<file path="src/sv/tct_pkg.sv">
package tct_pkg;

    // Widths fixed by the word formats.
    localparam int BYTE_W    = 8;
    localparam int ACT_W     = 3;
    localparam int CFG_IDX_W = 2;

    // Default width of the column counter.
    localparam int COLUMN_BITS_DEF = 8;

    // Action codes of an input word.
    localparam logic [ACT_W-1:0] ACT_CHAR    = 3'd0;
    localparam logic [ACT_W-1:0] ACT_TAB     = 3'd1;
    localparam logic [ACT_W-1:0] ACT_SKIP    = 3'd2;
    localparam logic [ACT_W-1:0] ACT_COMMA   = 3'd3;
    localparam logic [ACT_W-1:0] ACT_NEWLINE = 3'd4;
    localparam logic [ACT_W-1:0] ACT_FIT     = 3'd5;

    // Configuration register indexes.
    localparam logic [CFG_IDX_W-1:0] CFG_LINE_WIDTH = 2'd0;
    localparam logic [CFG_IDX_W-1:0] CFG_ZONE_WIDTH = 2'd1;
    localparam logic [CFG_IDX_W-1:0] CFG_LAST_ZONE  = 2'd2;

    // Configuration reset values and the smallest nonzero line width.
    localparam logic [BYTE_W-1:0] LINE_WIDTH_RST = 8'd72;
    localparam logic [BYTE_W-1:0] ZONE_WIDTH_RST = 8'd14;
    localparam logic [BYTE_W-1:0] LAST_ZONE_RST  = 8'd56;
    localparam logic [BYTE_W-1:0] LINE_WIDTH_MIN = 8'd16;

    // Character codes.
    localparam logic [BYTE_W-1:0] CH_SPACE = 8'h20;
    localparam logic [BYTE_W-1:0] CH_CR    = 8'h0D;
    localparam logic [BYTE_W-1:0] CH_LF    = 8'h0A;

    // Sequencer states.
    typedef enum logic [2:0] {
        ST_IDLE,
        ST_REM,
        ST_CR,
        ST_LF,
        ST_TOK,
        ST_SPACE,
        ST_FLUSH
    } t_state;

    // Request from the sequencer to the run packer: one run of a character,
    // or a flush that closes the current input word.
    typedef struct packed {
        logic              valid;
        logic              flush;
        logic [BYTE_W-1:0] ch;
        logic [BYTE_W-1:0] cnt;
        logic              chan;
    } t_tok_req;

endpackage

</file>
<file path="src/sv/tct_if.sv">
// Input channel: one character or layout command per word.
interface tct_in_if import tct_pkg::*; ();
    logic              valid;
    logic              ready;
    logic [ACT_W-1:0]  action;
    logic [BYTE_W-1:0] value;
    logic              to_channel;
    logic              quiet;
    logic              error_pending;

    modport source (
        output valid, action, value, to_channel, quiet, error_pending,
        input  ready
    );
    modport sink (
        input  valid, action, value, to_channel, quiet, error_pending,
        output ready
    );
endinterface

// Output channel: one run-length character word per transfer.
interface tct_out_if import tct_pkg::*; ();
    logic              valid;
    logic              ready;
    logic [BYTE_W-1:0] out_char;
    logic [BYTE_W-1:0] repeat_res;
    logic              on_channel;
    logic              last;

    modport source (
        output valid, out_char, repeat_res, on_channel, last,
        input  ready
    );
    modport sink (
        input  valid, out_char, repeat_res, on_channel, last,
        output ready
    );
endinterface

</file>
<file path="src/sv/tct_rem_unit.sv">
// Restoring remainder unit: one dividend bit per cycle, MSB first.
module tct_rem_unit import tct_pkg::*; #(
    parameter int COLUMN_BITS = COLUMN_BITS_DEF
) (
    input  logic                   i_clk,
    input  logic                   i_rst_n,
    input  logic                   i_start,
    input  logic [COLUMN_BITS-1:0] i_dividend,
    input  logic [BYTE_W-1:0]      i_divisor,
    output logic                   o_busy,
    output logic [BYTE_W-1:0]      o_rem
);

    localparam int CNT_W = $clog2(COLUMN_BITS + 1);

    logic [CNT_W-1:0]       r_cnt;
    logic [CNT_W-1:0]       n_cnt;
    logic [BYTE_W-1:0]      r_acc;
    logic [BYTE_W-1:0]      n_acc;
    logic [COLUMN_BITS-1:0] r_shift;
    logic [COLUMN_BITS-1:0] n_shift;
    logic [BYTE_W:0]        trial;
    logic [BYTE_W:0]        diff;

    // One trial subtraction per step.
    always_comb begin
        trial = {r_acc, r_shift[COLUMN_BITS-1]};
        diff  = trial - {1'b0, i_divisor};
    end

    // Step control.
    always_comb begin
        n_cnt   = r_cnt;
        n_acc   = r_acc;
        n_shift = r_shift;
        if (i_start) begin
            n_cnt   = CNT_W'(COLUMN_BITS);
            n_acc   = '0;
            n_shift = i_dividend;
        end else if (r_cnt != '0) begin
            n_cnt   = r_cnt - 1'b1;
            n_shift = {r_shift[COLUMN_BITS-2:0], 1'b0};
            if (trial >= {1'b0, i_divisor}) begin
                n_acc = diff[BYTE_W-1:0];
            end else begin
                n_acc = trial[BYTE_W-1:0];
            end
        end
    end

    always_ff @(posedge i_clk) begin
        if (!i_rst_n) begin
            r_cnt <= '0;
        end else begin
            r_cnt <= n_cnt;
        end
    end

    always_ff @(posedge i_clk) begin
        r_acc   <= n_acc;
        r_shift <= n_shift;
    end

    assign o_busy = (r_cnt != '0);
    assign o_rem  = r_acc;

endmodule

</file>
<file path="src/sv/tct_packer.sv">
// Run packer: holds the newest run so that equal runs merge and the final
// word of an input can carry the last flag, then feeds the output register.
module tct_packer import tct_pkg::*; (
    input  logic     i_clk,
    input  logic     i_rst_n,
    input  t_tok_req i_req,
    output logic     o_taken,
    tct_out_if.source o_out
);

    logic              r_pend_v;
    logic              n_pend_v;
    logic [BYTE_W-1:0] r_pend_ch;
    logic [BYTE_W-1:0] n_pend_ch;
    logic [BYTE_W-1:0] r_pend_cnt;
    logic [BYTE_W-1:0] n_pend_cnt;
    logic              r_pend_chan;
    logic              n_pend_chan;

    logic              r_out_v;
    logic              n_out_v;
    logic [BYTE_W-1:0] r_out_ch;
    logic [BYTE_W-1:0] n_out_ch;
    logic [BYTE_W-1:0] r_out_cnt;
    logic [BYTE_W-1:0] n_out_cnt;
    logic              r_out_chan;
    logic              n_out_chan;
    logic              r_out_last;
    logic              n_out_last;

    logic out_free;
    logic merge;

    // Handshake with the sequencer.
    always_comb begin
        out_free = !r_out_v || o_out.ready;
        merge    = r_pend_v && (r_pend_ch == i_req.ch) && (r_pend_chan == i_req.chan);
        if (i_req.valid) begin
            o_taken = !r_pend_v || merge || out_free;
        end else if (i_req.flush) begin
            o_taken = !r_pend_v || out_free;
        end else begin
            o_taken = 1'b0;
        end
    end

    // Pending run and output register updates.
    always_comb begin
        n_pend_v    = r_pend_v;
        n_pend_ch   = r_pend_ch;
        n_pend_cnt  = r_pend_cnt;
        n_pend_chan = r_pend_chan;
        n_out_v     = r_out_v && !o_out.ready;
        n_out_ch    = r_out_ch;
        n_out_cnt   = r_out_cnt;
        n_out_chan  = r_out_chan;
        n_out_last  = r_out_last;
        if (i_req.valid && o_taken) begin
            if (merge) begin
                n_pend_cnt = r_pend_cnt + i_req.cnt;
            end else begin
                if (r_pend_v) begin
                    n_out_v    = 1'b1;
                    n_out_ch   = r_pend_ch;
                    n_out_cnt  = r_pend_cnt;
                    n_out_chan = r_pend_chan;
                    n_out_last = 1'b0;
                end
                n_pend_v    = 1'b1;
                n_pend_ch   = i_req.ch;
                n_pend_cnt  = i_req.cnt;
                n_pend_chan = i_req.chan;
            end
        end else if (i_req.flush && o_taken && r_pend_v) begin
            n_out_v    = 1'b1;
            n_out_ch   = r_pend_ch;
            n_out_cnt  = r_pend_cnt;
            n_out_chan = r_pend_chan;
            n_out_last = 1'b1;
            n_pend_v   = 1'b0;
        end
    end

    always_ff @(posedge i_clk) begin
        if (!i_rst_n) begin
            r_pend_v <= 1'b0;
            r_out_v  <= 1'b0;
        end else begin
            r_pend_v <= n_pend_v;
            r_out_v  <= n_out_v;
        end
    end

    always_ff @(posedge i_clk) begin
        r_pend_ch   <= n_pend_ch;
        r_pend_cnt  <= n_pend_cnt;
        r_pend_chan <= n_pend_chan;
        r_out_ch    <= n_out_ch;
        r_out_cnt   <= n_out_cnt;
        r_out_chan  <= n_out_chan;
        r_out_last  <= n_out_last;
    end

    assign o_out.valid      = r_out_v;
    assign o_out.out_char   = r_out_ch;
    assign o_out.repeat_res = r_out_cnt;
    assign o_out.on_channel = r_out_chan;
    assign o_out.last       = r_out_last;

endmodule

</file>
<file path="src/sv/text_column_tracker_unit.sv">
// Text column tracker.
// The input channel takes one word per character or layout command (char,
// tab to column, skip spaces, comma zone, newline, number fit check). The
// output channel gives run-length words: a character, its repeat count, the
// sink it is bound for and a last flag on the final word of each input.
// An input that produces nothing gives no output word at all.
// Configuration is written through a plain write port (enable, index, data);
// the user must write it only while the block is idle; the block does not enforce it.
// One input is handled at a time and ready stays low meanwhile. A plain
// character goes through the token and flush states, after a carriage
// return and line feed when it wraps the line. A comma before the last
// zone first runs the remainder unit, then issues spaces up to the zone
// boundary. Space runs are issued one chunk per cycle while the packer
// takes them, a chunk ending at a line wrap, a zone boundary or a column
// rollover; each wrap adds a carriage return and line feed. Reset clears
// the column and restores the default line width, zone width and last
// zone start. A stalled receiver holds the output register and the
// sequencer waits; no word is lost.
module text_column_tracker_unit import tct_pkg::*; #(
    parameter int COLUMN_BITS = COLUMN_BITS_DEF
) (
    input  logic                 i_clk,
    input  logic                 i_rst_n,
    input  logic                 i_cfg_we,
    input  logic [CFG_IDX_W-1:0] i_cfg_idx,
    input  logic [BYTE_W-1:0]    i_cfg_data,
    tct_in_if.sink               i_in,
    tct_out_if.source            o_out
);

    // Configuration registers.
    logic [BYTE_W-1:0] r_line_width;
    logic [BYTE_W-1:0] n_line_width;
    logic [BYTE_W-1:0] r_zone_width;
    logic [BYTE_W-1:0] n_zone_width;
    logic [BYTE_W-1:0] r_last_zone;
    logic [BYTE_W-1:0] n_last_zone;

    // Sequencer state.
    t_state                 r_state;
    t_state                 n_state;
    logic [COLUMN_BITS-1:0] r_col;
    logic [COLUMN_BITS-1:0] n_col;
    logic [BYTE_W-1:0]      r_rem;
    logic [BYTE_W-1:0]      n_rem;
    logic [BYTE_W-1:0]      r_left;
    logic [BYTE_W-1:0]      n_left;
    logic [BYTE_W-1:0]      r_tok_ch;
    logic [BYTE_W-1:0]      n_tok_ch;
    logic [BYTE_W-1:0]      r_tok_cnt;
    logic [BYTE_W-1:0]      n_tok_cnt;
    logic                   r_tok_adv;
    logic                   n_tok_adv;
    logic                   r_has_tok;
    logic                   n_has_tok;
    logic                   r_chan;
    logic                   n_chan;
    logic                   r_drop;
    logic                   n_drop;
    logic                   r_loop;
    logic                   n_loop;
    logic                   r_comma;
    logic                   n_comma;

    // Shared signals.
    logic                   accept;
    logic                   lw_on;
    logic [COLUMN_BITS-1:0] lw_ext;
    logic [BYTE_W-1:0]      zw_eff;
    logic                   rem_start;
    logic                   rem_busy;
    logic [BYTE_W-1:0]      rem_val;
    t_tok_req               tok_req;
    logic                   tok_taken;

    // Decode of an incoming word.
    logic                   in_drop;
    logic [BYTE_W-1:0]      want;
    logic [COLUMN_BITS:0]   fit_sum;
    logic                   dec_crlf;
    logic                   dec_tok;
    logic                   dec_space;
    logic                   dec_rem;
    logic [BYTE_W-1:0]      dec_ch;
    logic [BYTE_W-1:0]      dec_cnt;
    logic                   dec_adv;
    logic                   dec_col_set;
    logic [COLUMN_BITS-1:0] dec_col;

    // Space chunk step.
    logic                   sp_wrap;
    logic [COLUMN_BITS-1:0] sp_wdist;
    logic [COLUMN_BITS:0]   sp_odist;
    logic [BYTE_W-1:0]      sp_zdist;
    logic [COLUMN_BITS:0]   sp_kw;
    logic [BYTE_W-1:0]      sp_k;
    logic [COLUMN_BITS:0]   sp_sum;
    logic [BYTE_W:0]        sp_rsum;
    logic [BYTE_W-1:0]      sp_rem;
    logic                   sp_last;

    assign accept = i_in.valid && i_in.ready;
    assign lw_on  = (r_line_width != '0);
    assign lw_ext = COLUMN_BITS'(r_line_width);
    assign zw_eff = (r_zone_width == '0) ? BYTE_W'(1) : r_zone_width;

    // Configuration writes; a small nonzero line width is raised to the minimum.
    always_comb begin
        n_line_width = r_line_width;
        n_zone_width = r_zone_width;
        n_last_zone  = r_last_zone;
        if (i_cfg_we) begin
            case (i_cfg_idx)
                CFG_LINE_WIDTH: begin
                    if ((i_cfg_data != '0) && (i_cfg_data < LINE_WIDTH_MIN)) begin
                        n_line_width = LINE_WIDTH_MIN;
                    end else begin
                        n_line_width = i_cfg_data;
                    end
                end
                CFG_ZONE_WIDTH: n_zone_width = i_cfg_data;
                CFG_LAST_ZONE:  n_last_zone  = i_cfg_data;
                default: ;
            endcase
        end
    end

    // Decode of the input word against the current column.
    always_comb begin
        in_drop     = i_in.quiet || i_in.error_pending;
        want        = (lw_on && (i_in.value > r_line_width)) ? r_line_width : i_in.value;
        fit_sum     = {1'b0, r_col} + (COLUMN_BITS + 1)'(i_in.value);
        dec_crlf    = 1'b0;
        dec_tok     = 1'b0;
        dec_space   = 1'b0;
        dec_rem     = 1'b0;
        dec_ch      = CH_SPACE;
        dec_cnt     = BYTE_W'(1);
        dec_adv     = 1'b0;
        dec_col_set = 1'b0;
        dec_col     = '0;
        case (i_in.action)
            ACT_CHAR: begin
                dec_ch = i_in.value;
                if (!in_drop) begin
                    dec_tok = 1'b1;
                    if (!i_in.to_channel) begin
                        dec_adv  = (i_in.value >= CH_SPACE);
                        dec_crlf = (i_in.value >= CH_SPACE) && lw_on && (r_col == lw_ext);
                    end
                end
                // A carriage return always puts the column back to zero.
                if (i_in.value == CH_CR) begin
                    dec_col_set = 1'b1;
                end
            end
            ACT_TAB: begin
                dec_cnt = want - r_col[BYTE_W-1:0];
                if (!in_drop && (r_col < COLUMN_BITS'(want))) begin
                    dec_tok = 1'b1;
                    if (!i_in.to_channel) begin
                        dec_col_set = 1'b1;
                        dec_col     = COLUMN_BITS'(want);
                    end
                end
            end
            ACT_SKIP: begin
                dec_cnt = i_in.value;
                if (!in_drop && (i_in.value != '0)) begin
                    if (i_in.to_channel) begin
                        dec_tok = 1'b1;
                    end else begin
                        dec_space = 1'b1;
                    end
                end
            end
            ACT_COMMA: begin
                if (r_col >= COLUMN_BITS'(r_last_zone)) begin
                    dec_crlf = !i_in.error_pending;
                end else begin
                    dec_rem = 1'b1;
                end
            end
            ACT_NEWLINE: begin
                dec_crlf = !i_in.error_pending;
            end
            ACT_FIT: begin
                dec_crlf = lw_on && (fit_sum > (COLUMN_BITS + 1)'(r_line_width))
                           && !i_in.error_pending;
            end
            default: ;
        endcase
    end

    // Next space chunk: stops at the remaining count, the wrap column,
    // the column rollover and, for a comma, the zone boundary.
    always_comb begin
        sp_wrap  = lw_on && (r_col == lw_ext);
        sp_wdist = lw_ext - r_col;
        sp_odist = {1'b1, {COLUMN_BITS{1'b0}}} - {1'b0, r_col};
        sp_zdist = zw_eff - r_rem;
        sp_kw    = (COLUMN_BITS + 1)'(r_left);
        if (lw_on && (r_col < lw_ext) && ((COLUMN_BITS + 1)'(sp_wdist) < sp_kw)) begin
            sp_kw = (COLUMN_BITS + 1)'(sp_wdist);
        end
        if (sp_odist < sp_kw) begin
            sp_kw = sp_odist;
        end
        if (r_comma && ((COLUMN_BITS + 1)'(sp_zdist) < sp_kw)) begin
            sp_kw = (COLUMN_BITS + 1)'(sp_zdist);
        end
        sp_k    = sp_kw[BYTE_W-1:0];
        sp_sum  = {1'b0, r_col} + (COLUMN_BITS + 1)'(sp_k);
        sp_rsum = {1'b0, r_rem} + {1'b0, sp_k};
        if (sp_sum[COLUMN_BITS] || (sp_rsum == {1'b0, zw_eff})) begin
            sp_rem = '0;
        end else begin
            sp_rem = sp_rsum[BYTE_W-1:0];
        end
        sp_last = (r_left == sp_k) || (r_comma && (sp_rem == '0));
    end

    // Next state.
    always_comb begin
        n_state = r_state;
        case (r_state)
            ST_IDLE: begin
                if (accept) begin
                    if (dec_rem) begin
                        n_state = ST_REM;
                    end else if (dec_crlf) begin
                        n_state = ST_CR;
                    end else if (dec_space) begin
                        n_state = ST_SPACE;
                    end else if (dec_tok) begin
                        n_state = ST_TOK;
                    end
                end
            end
            ST_REM: begin
                if (!rem_busy) begin
                    if (r_drop) begin
                        n_state = ST_IDLE;
                    end else if (r_chan) begin
                        n_state = ST_TOK;
                    end else begin
                        n_state = ST_SPACE;
                    end
                end
            end
            ST_CR: begin
                if (tok_taken) begin
                    n_state = ST_LF;
                end
            end
            ST_LF: begin
                if (tok_taken) begin
                    if (r_loop) begin
                        n_state = ST_SPACE;
                    end else if (r_has_tok) begin
                        n_state = ST_TOK;
                    end else begin
                        n_state = ST_FLUSH;
                    end
                end
            end
            ST_TOK: begin
                if (tok_taken) begin
                    n_state = ST_FLUSH;
                end
            end
            ST_SPACE: begin
                if (sp_wrap) begin
                    n_state = ST_CR;
                end else if (tok_taken && sp_last) begin
                    n_state = ST_FLUSH;
                end
            end
            ST_FLUSH: begin
                if (tok_taken) begin
                    n_state = ST_IDLE;
                end
            end
            default: n_state = ST_IDLE;
        endcase
    end

    // Sequencer outputs.
    always_comb begin
        i_in.ready    = (r_state == ST_IDLE);
        rem_start     = 1'b0;
        tok_req.valid = 1'b0;
        tok_req.flush = 1'b0;
        tok_req.ch    = CH_SPACE;
        tok_req.cnt   = BYTE_W'(1);
        tok_req.chan  = r_chan;
        case (r_state)
            ST_IDLE: begin
                rem_start = accept && dec_rem;
            end
            ST_CR: begin
                tok_req.valid = 1'b1;
                tok_req.ch    = CH_CR;
            end
            ST_LF: begin
                tok_req.valid = 1'b1;
                tok_req.ch    = CH_LF;
            end
            ST_TOK: begin
                tok_req.valid = 1'b1;
                tok_req.ch    = r_tok_ch;
                tok_req.cnt   = r_tok_cnt;
            end
            ST_SPACE: begin
                tok_req.valid = !sp_wrap;
                tok_req.cnt   = sp_k;
                tok_req.chan  = 1'b0;
            end
            ST_FLUSH: begin
                tok_req.flush = 1'b1;
            end
            default: ;
        endcase
    end

    // Datapath updates.
    always_comb begin
        n_col     = r_col;
        n_rem     = r_rem;
        n_left    = r_left;
        n_tok_ch  = r_tok_ch;
        n_tok_cnt = r_tok_cnt;
        n_tok_adv = r_tok_adv;
        n_has_tok = r_has_tok;
        n_chan    = r_chan;
        n_drop    = r_drop;
        n_loop    = r_loop;
        n_comma   = r_comma;
        case (r_state)
            ST_IDLE: begin
                if (accept) begin
                    n_tok_ch  = dec_ch;
                    n_tok_cnt = dec_cnt;
                    n_tok_adv = dec_adv;
                    n_has_tok = dec_tok;
                    n_chan    = i_in.to_channel;
                    n_drop    = in_drop;
                    n_loop    = dec_space;
                    n_comma   = 1'b0;
                    n_left    = i_in.value;
                    if (dec_col_set) begin
                        n_col = dec_col;
                    end
                end
            end
            ST_REM: begin
                if (!rem_busy) begin
                    n_rem     = rem_val;
                    n_tok_ch  = CH_SPACE;
                    n_tok_cnt = zw_eff - rem_val;
                    n_tok_adv = 1'b0;
                    n_left    = '1;
                    n_comma   = 1'b1;
                    n_loop    = 1'b1;
                end
            end
            ST_LF: begin
                if (tok_taken && !r_chan) begin
                    n_col = '0;
                    n_rem = '0;
                end
            end
            ST_TOK: begin
                if (tok_taken && r_tok_adv) begin
                    n_col = r_col + 1'b1;
                end
            end
            ST_SPACE: begin
                if (!sp_wrap && tok_taken) begin
                    n_col  = sp_sum[COLUMN_BITS-1:0];
                    n_rem  = sp_rem;
                    n_left = r_left - sp_k;
                end
            end
            default: ;
        endcase
    end

    always_ff @(posedge i_clk) begin
        if (!i_rst_n) begin
            r_state      <= ST_IDLE;
            r_col        <= '0;
            r_line_width <= LINE_WIDTH_RST;
            r_zone_width <= ZONE_WIDTH_RST;
            r_last_zone  <= LAST_ZONE_RST;
        end else begin
            r_state      <= n_state;
            r_col        <= n_col;
            r_line_width <= n_line_width;
            r_zone_width <= n_zone_width;
            r_last_zone  <= n_last_zone;
        end
    end

    always_ff @(posedge i_clk) begin
        r_rem     <= n_rem;
        r_left    <= n_left;
        r_tok_ch  <= n_tok_ch;
        r_tok_cnt <= n_tok_cnt;
        r_tok_adv <= n_tok_adv;
        r_has_tok <= n_has_tok;
        r_chan    <= n_chan;
        r_drop    <= n_drop;
        r_loop    <= n_loop;
        r_comma   <= n_comma;
    end

    // Column modulo zone width.
    tct_rem_unit #(
        .COLUMN_BITS (COLUMN_BITS)
    ) u_rem (
        .i_clk      (i_clk),
        .i_rst_n    (i_rst_n),
        .i_start    (rem_start),
        .i_dividend (r_col),
        .i_divisor  (zw_eff),
        .o_busy     (rem_busy),
        .o_rem      (rem_val)
    );

    // Run merging and output register.
    tct_packer u_packer (
        .i_clk   (i_clk),
        .i_rst_n (i_rst_n),
        .i_req   (tok_req),
        .o_taken (tok_taken),
        .o_out   (o_out)
    );

endmodule
</file>
<file path="src/flat_wrapper.sv">
// flat-port wrapper written by rule: the top's interface ports become plain ports
module text_column_tracker_unit_flat import tct_pkg::*;
#(
    parameter int COLUMN_BITS = COLUMN_BITS_DEF
)
  (i_clk, i_rst_n, i_cfg_we, i_cfg_idx, i_cfg_data, i_in_valid, i_in_action, i_in_value, i_in_to_channel, i_in_quiet, i_in_error_pending, i_in_ready, o_out_valid, o_out_out_char, o_out_repeat_res, o_out_on_channel, o_out_last, o_out_ready);
  tct_in_if i_in_i ();
  tct_out_if o_out_i ();
  input  logic i_clk;
  input  logic i_rst_n;
  input  logic i_cfg_we;
  input  logic [CFG_IDX_W-1:0] i_cfg_idx;
  input  logic [BYTE_W-1:0] i_cfg_data;
  input wire logic [$bits(i_in_i.valid)-1:0] i_in_valid;
  input wire logic [$bits(i_in_i.action)-1:0] i_in_action;
  input wire logic [$bits(i_in_i.value)-1:0] i_in_value;
  input wire logic [$bits(i_in_i.to_channel)-1:0] i_in_to_channel;
  input wire logic [$bits(i_in_i.quiet)-1:0] i_in_quiet;
  input wire logic [$bits(i_in_i.error_pending)-1:0] i_in_error_pending;
  output wire logic [$bits(i_in_i.ready)-1:0] i_in_ready;
  output wire logic [$bits(o_out_i.valid)-1:0] o_out_valid;
  output wire logic [$bits(o_out_i.out_char)-1:0] o_out_out_char;
  output wire logic [$bits(o_out_i.repeat_res)-1:0] o_out_repeat_res;
  output wire logic [$bits(o_out_i.on_channel)-1:0] o_out_on_channel;
  output wire logic [$bits(o_out_i.last)-1:0] o_out_last;
  input wire logic [$bits(o_out_i.ready)-1:0] o_out_ready;
  assign i_in_i.valid = i_in_valid;
  assign i_in_i.action = i_in_action;
  assign i_in_i.value = i_in_value;
  assign i_in_i.to_channel = i_in_to_channel;
  assign i_in_i.quiet = i_in_quiet;
  assign i_in_i.error_pending = i_in_error_pending;
  assign i_in_ready = i_in_i.ready;
  assign o_out_valid = o_out_i.valid;
  assign o_out_out_char = o_out_i.out_char;
  assign o_out_repeat_res = o_out_i.repeat_res;
  assign o_out_on_channel = o_out_i.on_channel;
  assign o_out_last = o_out_i.last;
  assign o_out_i.ready = o_out_ready;
  text_column_tracker_unit #(.COLUMN_BITS(COLUMN_BITS)) u_core (.i_clk(i_clk), .i_rst_n(i_rst_n), .i_cfg_we(i_cfg_we), .i_cfg_idx(i_cfg_idx), .i_cfg_data(i_cfg_data), .i_in(i_in_i), .o_out(o_out_i));
endmodule
</file>
<file path="config.mk">
export PLATFORM = sky130hd
export DESIGN_NAME = text_column_tracker_unit_flat
export DESIGN_NICKNAME = d
export VERILOG_FILES = /design/src/sv/tct_pkg.sv /design/src/sv/tct_if.sv /design/src/sv/tct_rem_unit.sv /design/src/sv/tct_packer.sv /design/src/sv/text_column_tracker_unit.sv /design/src/flat_wrapper.sv
export SDC_FILE = /design/constraint.sdc
export NUM_CORES = 1
export LEC_CHECK = 0
export BUFFER_PORTS_ARGS = -buffer_cell sky130_fd_sc_hd__buf_4
export CORE_UTILIZATION = 55
export CTS_CLUSTER_SIZE = 16
export DETAILED_ROUTE_END_ITERATION = 8
export PLACE_DENSITY_LB_ADDON = 0.25
export RECOVER_POWER = 50
export SYNTH_ARGS = -nofsm -noshare
export SYNTH_HDL_FRONTEND = slang
export SYNTH_HIERARCHICAL = 1
export SYNTH_SLANG_ARGS = --single-unit
</file>
<file path="constraint.sdc">
create_clock -name i_clk -period 8.5 [get_ports i_clk]
set_input_delay 0 -clock i_clk [delete_from_list [all_inputs] [get_ports i_clk]]
set_output_delay 0 -clock i_clk [all_outputs]
set_load 0.05 [all_outputs]
</file>
# Word-level counts from Yosys, hierarchy flattened
# Cells that the tools add are included.
# totals
regBits	130
inputBits	29
out_inout_bits	20
elab_cells	268
# classes
addsub	13
n_lt_le_gt_ge	11
eq_ne	33
n_mux	113
bitwise	2
reduce_logical	68
# op_table
cell	count
8-bit 2-to-1 mux	36
8-bit case mux with 3 select lines	3
8-bit case mux with 2 select lines	4
8-bit subtractor	6
1-bit 2-to-1 mux	43
3-bit 2-to-1 mux	14
8-bit case mux with 4 select lines	1
8-bit by 8-bit adder with 9-bit output	3
1-bit logical AND	25
8-bit equality test	3
8-bit < comparator	3
8-bit nonzero test	3
3-bit case mux with 7 select lines	1
8-bit logical NOT	2
3-bit equality test (second input constant)	5
2-bit by 1-bit inequality test with 1-bit output (second input constant)	7
3-bit by 2-bit equality test with 1-bit output (second input constant)	4
2-bit AND reduction	6
2-bit inequality test (second input constant)	5
1-bit case mux with 2 select lines	5
9-bit by 8-bit equality test with 1-bit output	1
9-bit by 8-bit >= comparator with 1-bit output	1
9-bit by 8-bit greater-than comparator with 1-bit output	1
8-bit by 9-bit < comparator with 1-bit output	1
35 further kinds	57

# Logic depth before layout (Yosys ltp)
# logic_depth
depth_word	20
ltp_mapped	48
mapped_depth_nobuf	45

# Hierarchy
# The synthesis kept the hierarchy.
# modules_own_cells
module	instances	cells_per_inst	area_each_um2
text_column_tracker_unit	1	983	8013.9
tct_packer	1	113	1667.8
tct_rem_unit	1	130	1286.2

# Worst setup path after synthesis
# Ideal clock, no wire load.
# synth_timing
path_type	register to register
startpoint	register u_core.r_col[1]
endpoint	register u_core.r_state[1]
setup_ns	0.117
arrival_time_ns	9.051
t_required_ns	8.383
slack_ns	-0.669
stages_incl_launch_ff	42
n_path_buf	2
synth_period_minus_slack_ns	9.169
path_cell_list	dfxtp_1 inv_1 fa_1 a31o_1 a21o_1 a21oi_1 xnor2_1 ha_1 a21o_1 a211oi_2 and3_1 buf_6 mux2i_1 ha_1 a21o_1 a21o_1 a211o_1 or3_1 [6 not listed] a21oi_1 o21a_1 a31oi_2 buf_6 o21ai_0 ha_1 inv_1 fa_1 xor2_1 a22o_1 o211ai_1 nor3_1 nand4_1 o311a_1 a31oi_1 nor3_1 a22o_1 a32o_1
# synth_between
elab_chain_cells	19
# synth_lines
element	line	rtl
start: declaration	text_column_tracker_unit.sv:42	logic [COLUMN_BITS-1:0] r_col;
start signal: assignment	text_column_tracker_unit.sv:398	r_col <= n_col;
8-bit subtractor or 8-bit < comparator (tied branches)	text_column_tracker_unit.sv:199, text_column_tracker_unit.sv:203	
8-bit < comparator or 1-bit logical AND (tied branches)	text_column_tracker_unit.sv:203	if (lw_on && (r_col < lw_ext) && ((COLUMN_BITS + 1)'(sp_wdist) < sp_kw)) begin
1-bit logical AND	text_column_tracker_unit.sv:203	
8-bit 2-to-1 mux	text_column_tracker_unit.sv:203	
9-bit by 8-bit < comparator with 1-bit output	text_column_tracker_unit.sv:206	if (sp_odist < sp_kw) begin
9-bit 2-to-1 mux	text_column_tracker_unit.sv:206	
8-bit by 9-bit < comparator with 1-bit output	text_column_tracker_unit.sv:209	if (r_comma && ((COLUMN_BITS + 1)'(sp_zdist) < sp_kw)) begin
1-bit logical AND	text_column_tracker_unit.sv:209	
[3 not listed]	n/a	
1-bit logical OR	text_column_tracker_unit.sv:215	if (sp_sum[COLUMN_BITS] || (sp_rsum == {1'b0, zw_eff})) begin
8-bit 2-to-1 mux	text_column_tracker_unit.sv:215	
8-bit logical NOT	text_column_tracker_unit.sv:220	sp_last = (r_left == sp_k) || (r_comma && (sp_rem == '0));
1-bit logical AND	text_column_tracker_unit.sv:220	
1-bit logical OR	text_column_tracker_unit.sv:220	
1-bit logical AND	text_column_tracker_unit.sv:275	end else if (tok_taken && sp_last) begin
3-bit by 1-bit inequality test with 1-bit output (no source line)	n/a	
8-bit AND reduction (no source line)	n/a	
end signal: assignment	text_column_tracker_unit.sv:397	r_state <= n_state;
end: declaration	text_column_tracker_unit.sv:40	t_state r_state;
# Parallel ways exist; a longest one is shown, timed or not. The select of a mux whose other input is x is not followed.
# A chain may end at the register's enable or synchronous reset.

# Final worst setup path
# layout_timing
startpoint	register u_core.r_line_width[0] (netlist: u_core/lw_ext[0])
endpoint	register u_core.r_state[1]
# layout_between
elab_chain_cells	19
# layout_lines
element	line	rtl
start: declaration	text_column_tracker_unit.sv:32	logic [BYTE_W-1:0] r_line_width;
start signal: assignment	text_column_tracker_unit.sv:399	r_line_width <= n_line_width;
8-bit subtractor, or another cell as far along	text_column_tracker_unit.sv:199	sp_wdist = lw_ext - r_col;
8-bit < comparator or 1-bit logical AND (tied branches)	text_column_tracker_unit.sv:203	
1-bit logical AND	text_column_tracker_unit.sv:203	
8-bit 2-to-1 mux	text_column_tracker_unit.sv:203	
9-bit by 8-bit < comparator with 1-bit output	text_column_tracker_unit.sv:206	
9-bit 2-to-1 mux	text_column_tracker_unit.sv:206	
8-bit by 9-bit < comparator with 1-bit output	text_column_tracker_unit.sv:209	
1-bit logical AND	text_column_tracker_unit.sv:209	
[3 not listed]	n/a	
1-bit logical OR	text_column_tracker_unit.sv:215	
8-bit 2-to-1 mux	text_column_tracker_unit.sv:215	
8-bit logical NOT	text_column_tracker_unit.sv:220	
1-bit logical AND	text_column_tracker_unit.sv:220	
1-bit logical OR	text_column_tracker_unit.sv:220	
1-bit logical AND	text_column_tracker_unit.sv:275	
3-bit by 1-bit inequality test with 1-bit output (no source line)	n/a	
8-bit AND reduction (no source line)	n/a	
# Parallel ways exist; a longest one is shown, timed or not. The select of a mux whose other input is x is not followed.

==> impl_metrics.csv <==
group,metric,value,unit
finish,nNetsFinal,1555,
clocking,cts.htree.levels,4,
worst_hold_path,min_path_type,"in2reg",
clocking,cts_tree,"done",
sta,tightest_slew,1.379,ns
yosys,synth_fp_nets,1392,
critical_path,start_kind,"flip-flop",
sta,worst_slack,-0.1254,ns
critical_path,crit_type,"reg2reg",
outcome,violations,"negative setup slack",
finish,fillers,1593,
critical_path,cp_common_cell,"a21o_1",
route,viasPerCell,6.197,
route,wl,34.33,mm
sta,setup_viol,3,
sta,fmax,115.9,MHz
critical_path,cpPeakStageDelay,0.36,ns
yosys,ys_warn_count,6,
yosys,yosysUniqueCellTypes,87,
route,drt_iter0_markers,939,
clocking,cts_buffers,17,
critical_path,critPathArrivalTime,8.95,ns
yosys,synth-edff-count,81,
sta,final_hold_viol_count,0,
route,route.vias.total,10330,
yosys,post-synth-top-area-fraction,0.2218,
die,dieArea,20510,sq um
grt,grt_max_degree,22,
die,num_rows,51,
placement,dp_hpwl,25.72,mm
grt,first_global_vias,9903,
route,first_pass_iters,8,
sta,max_slew_margin,0.07534,
critical_path,worstPathRequired,8.83,ns
yosys,yosysSeqAreaShare,0.3112,
sta,skew,0.01157,ns
yosys,synth.most_common_cell,"ha_1",
critical_path,cpMaxStageDelayCell,"o311a_1",
die,num_io_pins,49,
flow_run,cap_violations,0,
finish,stdcell_count,1667,
grt,antenna_found_initial,0,
finish,drive_gt1_frac,0.2004,
yosys,async_flop_share,0,
sta,final_max_slew_viol_count,0,
route,antenna_left,0,
yosys,syn_avg_cell_area,8.946,sq um
sta,fin_setup_tns,-0.3476,ns
clocking,root_buffer,"clkbuf_16",
grt,grt-ovfl-total,0,
clocking,clock-sinks,130,
placement,port_buffers,48,
clocking,clk_latency,0.44,ns
yosys,synth-seq-cells,130,
critical_path,crit_path_end_kind,"flip-flop",
clocking,clk_pin_slew,0.06,ns
finish,layout.area.seq,3430,sq um
grt,grtUsageTotal,0.3413,
die,die_h,143.2,microns
finish,syn2layout_area_growth,23.68,%
die,start_util,0.5617,
sta,fin_crit,8.625,ns
route,post_drt_wl_per_cell,20.59,microns
sta,rsz0062_at_grt,"yes",
route,drcViolationCount,0,
yosys,synth.top_cells.by_count,"127 x ha_1, 116 x inv_1, 101 x nor2_1",
placement,dp_cells,1597,
placement,routabilityCongestion,1.009,
die,die_w,143.2,microns
yosys,yosys-top-cells-area,"edfxtp_1 22%, ha_1 14%, dfxtp_1 8.9%, xnor2_1 4.7%, inv_1 4.0%",
die,coreArea,19530,sq um
yosys,synth.cell_area,10970,sq um
yosys,syn_inst,1226,
clocking,clk_path_buf_depth,2,
yosys,yosys.area.top_type,"edfxtp_1",
sta,fin_crit_sh,1.015,
yosys,ys.flop_type,"edfxtp_1",
outcome,status,"finished with violations",
finish,n_antenna_cell,0,
finish,multiInputGateArea,7443,sq um
critical_path,cp_max_fo,7,
grt,grt_pass1_wl,52.08,mm
## registers in the layout, summed over array words and instances (netlist names), 3 cells and up
| name | count |
|---|---|
| u_core/lw_ext | 8 |
| u_core/r_last_zone | 8 |
| u_core/r_zone_width | 8 |
| u_core/u_rem/r_cnt | 4 |
| u_core/u_packer/o_out.out_char | 8 |
| u_core/u_rem/o_rem | 8 |
| u_core/r_tok_cnt | 8 |
| u_core/u_packer/r_pend_ch | 8 |
| u_core/r_rem | 8 |
| u_core/r_left | 8 |
| u_core/u_rem/r_shift | 8 |
| u_core/r_tok_ch | 8 |
| u_core/r_state | 3 |
| u_core/r_col | 8 |
| u_core/u_packer/r_pend_cnt | 8 |
| u_core/u_packer/o_out.repeat_res | 8 |
## final cells by class
type | count | area share
tap | 265 | 0.02444
clock buffer | 18 | 0.03164
timing repair buffer | 185 | 0.1019
sequential | 130 | 0.2528
clock inverter | 14 | 0.007932
multi-input combinational | 938 | 0.5487
inverter | 117 | 0.03256
## worst paths after layout
check                                     start                                  end  slack (ns)  depth (start not counted)
setup reg to reg               u_core/lw_ext[0]                    u_core/r_state[1]       -0.13                         45
setup / recovery               u_core/lw_ext[0]                    u_core/r_state[1]       -0.13                         45
hold / removal                       i_in_valid                        u_core/r_drop        0.04                          3
hold reg to reg   u_core/u_packer/r_pend_cnt[2]  u_core/u_packer/o_out.repeat_res[2]        0.46                          0
## metrics by stage
step                        util  hold WS, ns  cell area (sq um)  setup slack, ns
after global routing      0.6947      0.05471              13570          -0.4288
final                     0.6947      0.04038              13570          -0.1254
after global placement    0.6369       0.2273              12440          -0.1658
after detailed placement  0.6369       0.2304              12440          -0.3076
after CTS                 0.6846      0.01393              13370         -0.07732
after floorplan                -      0.09887              11150         -0.08859
## routing by layer
layer | up-vias | track usage | routed length (microns)
li1 | 4771 | - | -
met1 | 4905 | 0.4183 | 13690
met2 | 527 | 0.5635 | 16010
met3 | 127 | 0.06640 | 2873
met4 | 0 | 0.1870 | 1755
met5 | - | 0 | 0
## cell families after synthesis
logic type | after synthesis | synth area share
compound gates | 334 | 0.1996
buf+inv | 158 | 0.05624
fa+ha+maj | 137 | 0.1631
simple gates | 331 | 0.1497
mux | 53 | 0.05316
xor+xnor | 83 | 0.06696
flops | 130 | 0.3112
## what timing repair did
item,in CTS,in global routing
endpoints found under the hold margin,44,0
setup buffers,7,9
gates cloned,0,0
pin swaps,24,15
endpoints found under the setup margin,11,17
hold buffers,22,0
gates resized for setup,24,55
## worst max-delay path, delay by kind of cell, from the launching register on
family                     cells  cell delay (ns)
and+or+nand+nor                5             0.76
xor gates and xnor gates       3             0.45
buffers and inverters          8             0.94
AOI/OAI and AO/OA             21             3.88
DFF                            1             0.32
muxes                          2             0.58
adders and majority gates      6             1.54
## layout by cell type (no fill, tap or decap), types with 10 or more instances in the layout
cell / Yosys / routed
ha_4: 0 / 11
a21oi_1: 85 / 74
nor2_1: 101 / 100
dfxtp_1: 49 / 42
ha_1: 127 / 114
nor2b_1: 15 / 13
nand2_1: 72 / 70
dlygate4sd3_1: 0 / 22
a21o_1: 32 / 32
nand4_1: 14 / 14
a221oi_1: 10 / 10
inv_1: 116 / 110
clkbuf_1: 33 / 28
buf_4: 1 / 130
a31oi_1: 13 / 12
xor2_1: 23 / 20
mux2_2: 15 / 14
o21ai_0: 79 / 64
nand3_1: 18 / 18
xnor2_1: 59 / 58
mux2i_1: 34 / 25
edfxtp_1: 81 / 81
clkbuf_16: 0 / 17
a211oi_1: 15 / 14
nand2b_1: 20 / 20
o21a_1: 16 / 16
nor3_1: 30 / 28
o21bai_1: 11 / 11
Power is left out: the tool's default activity adds up to more than one toggle a clock period on the data nets, which glitch-free logic cannot reach.
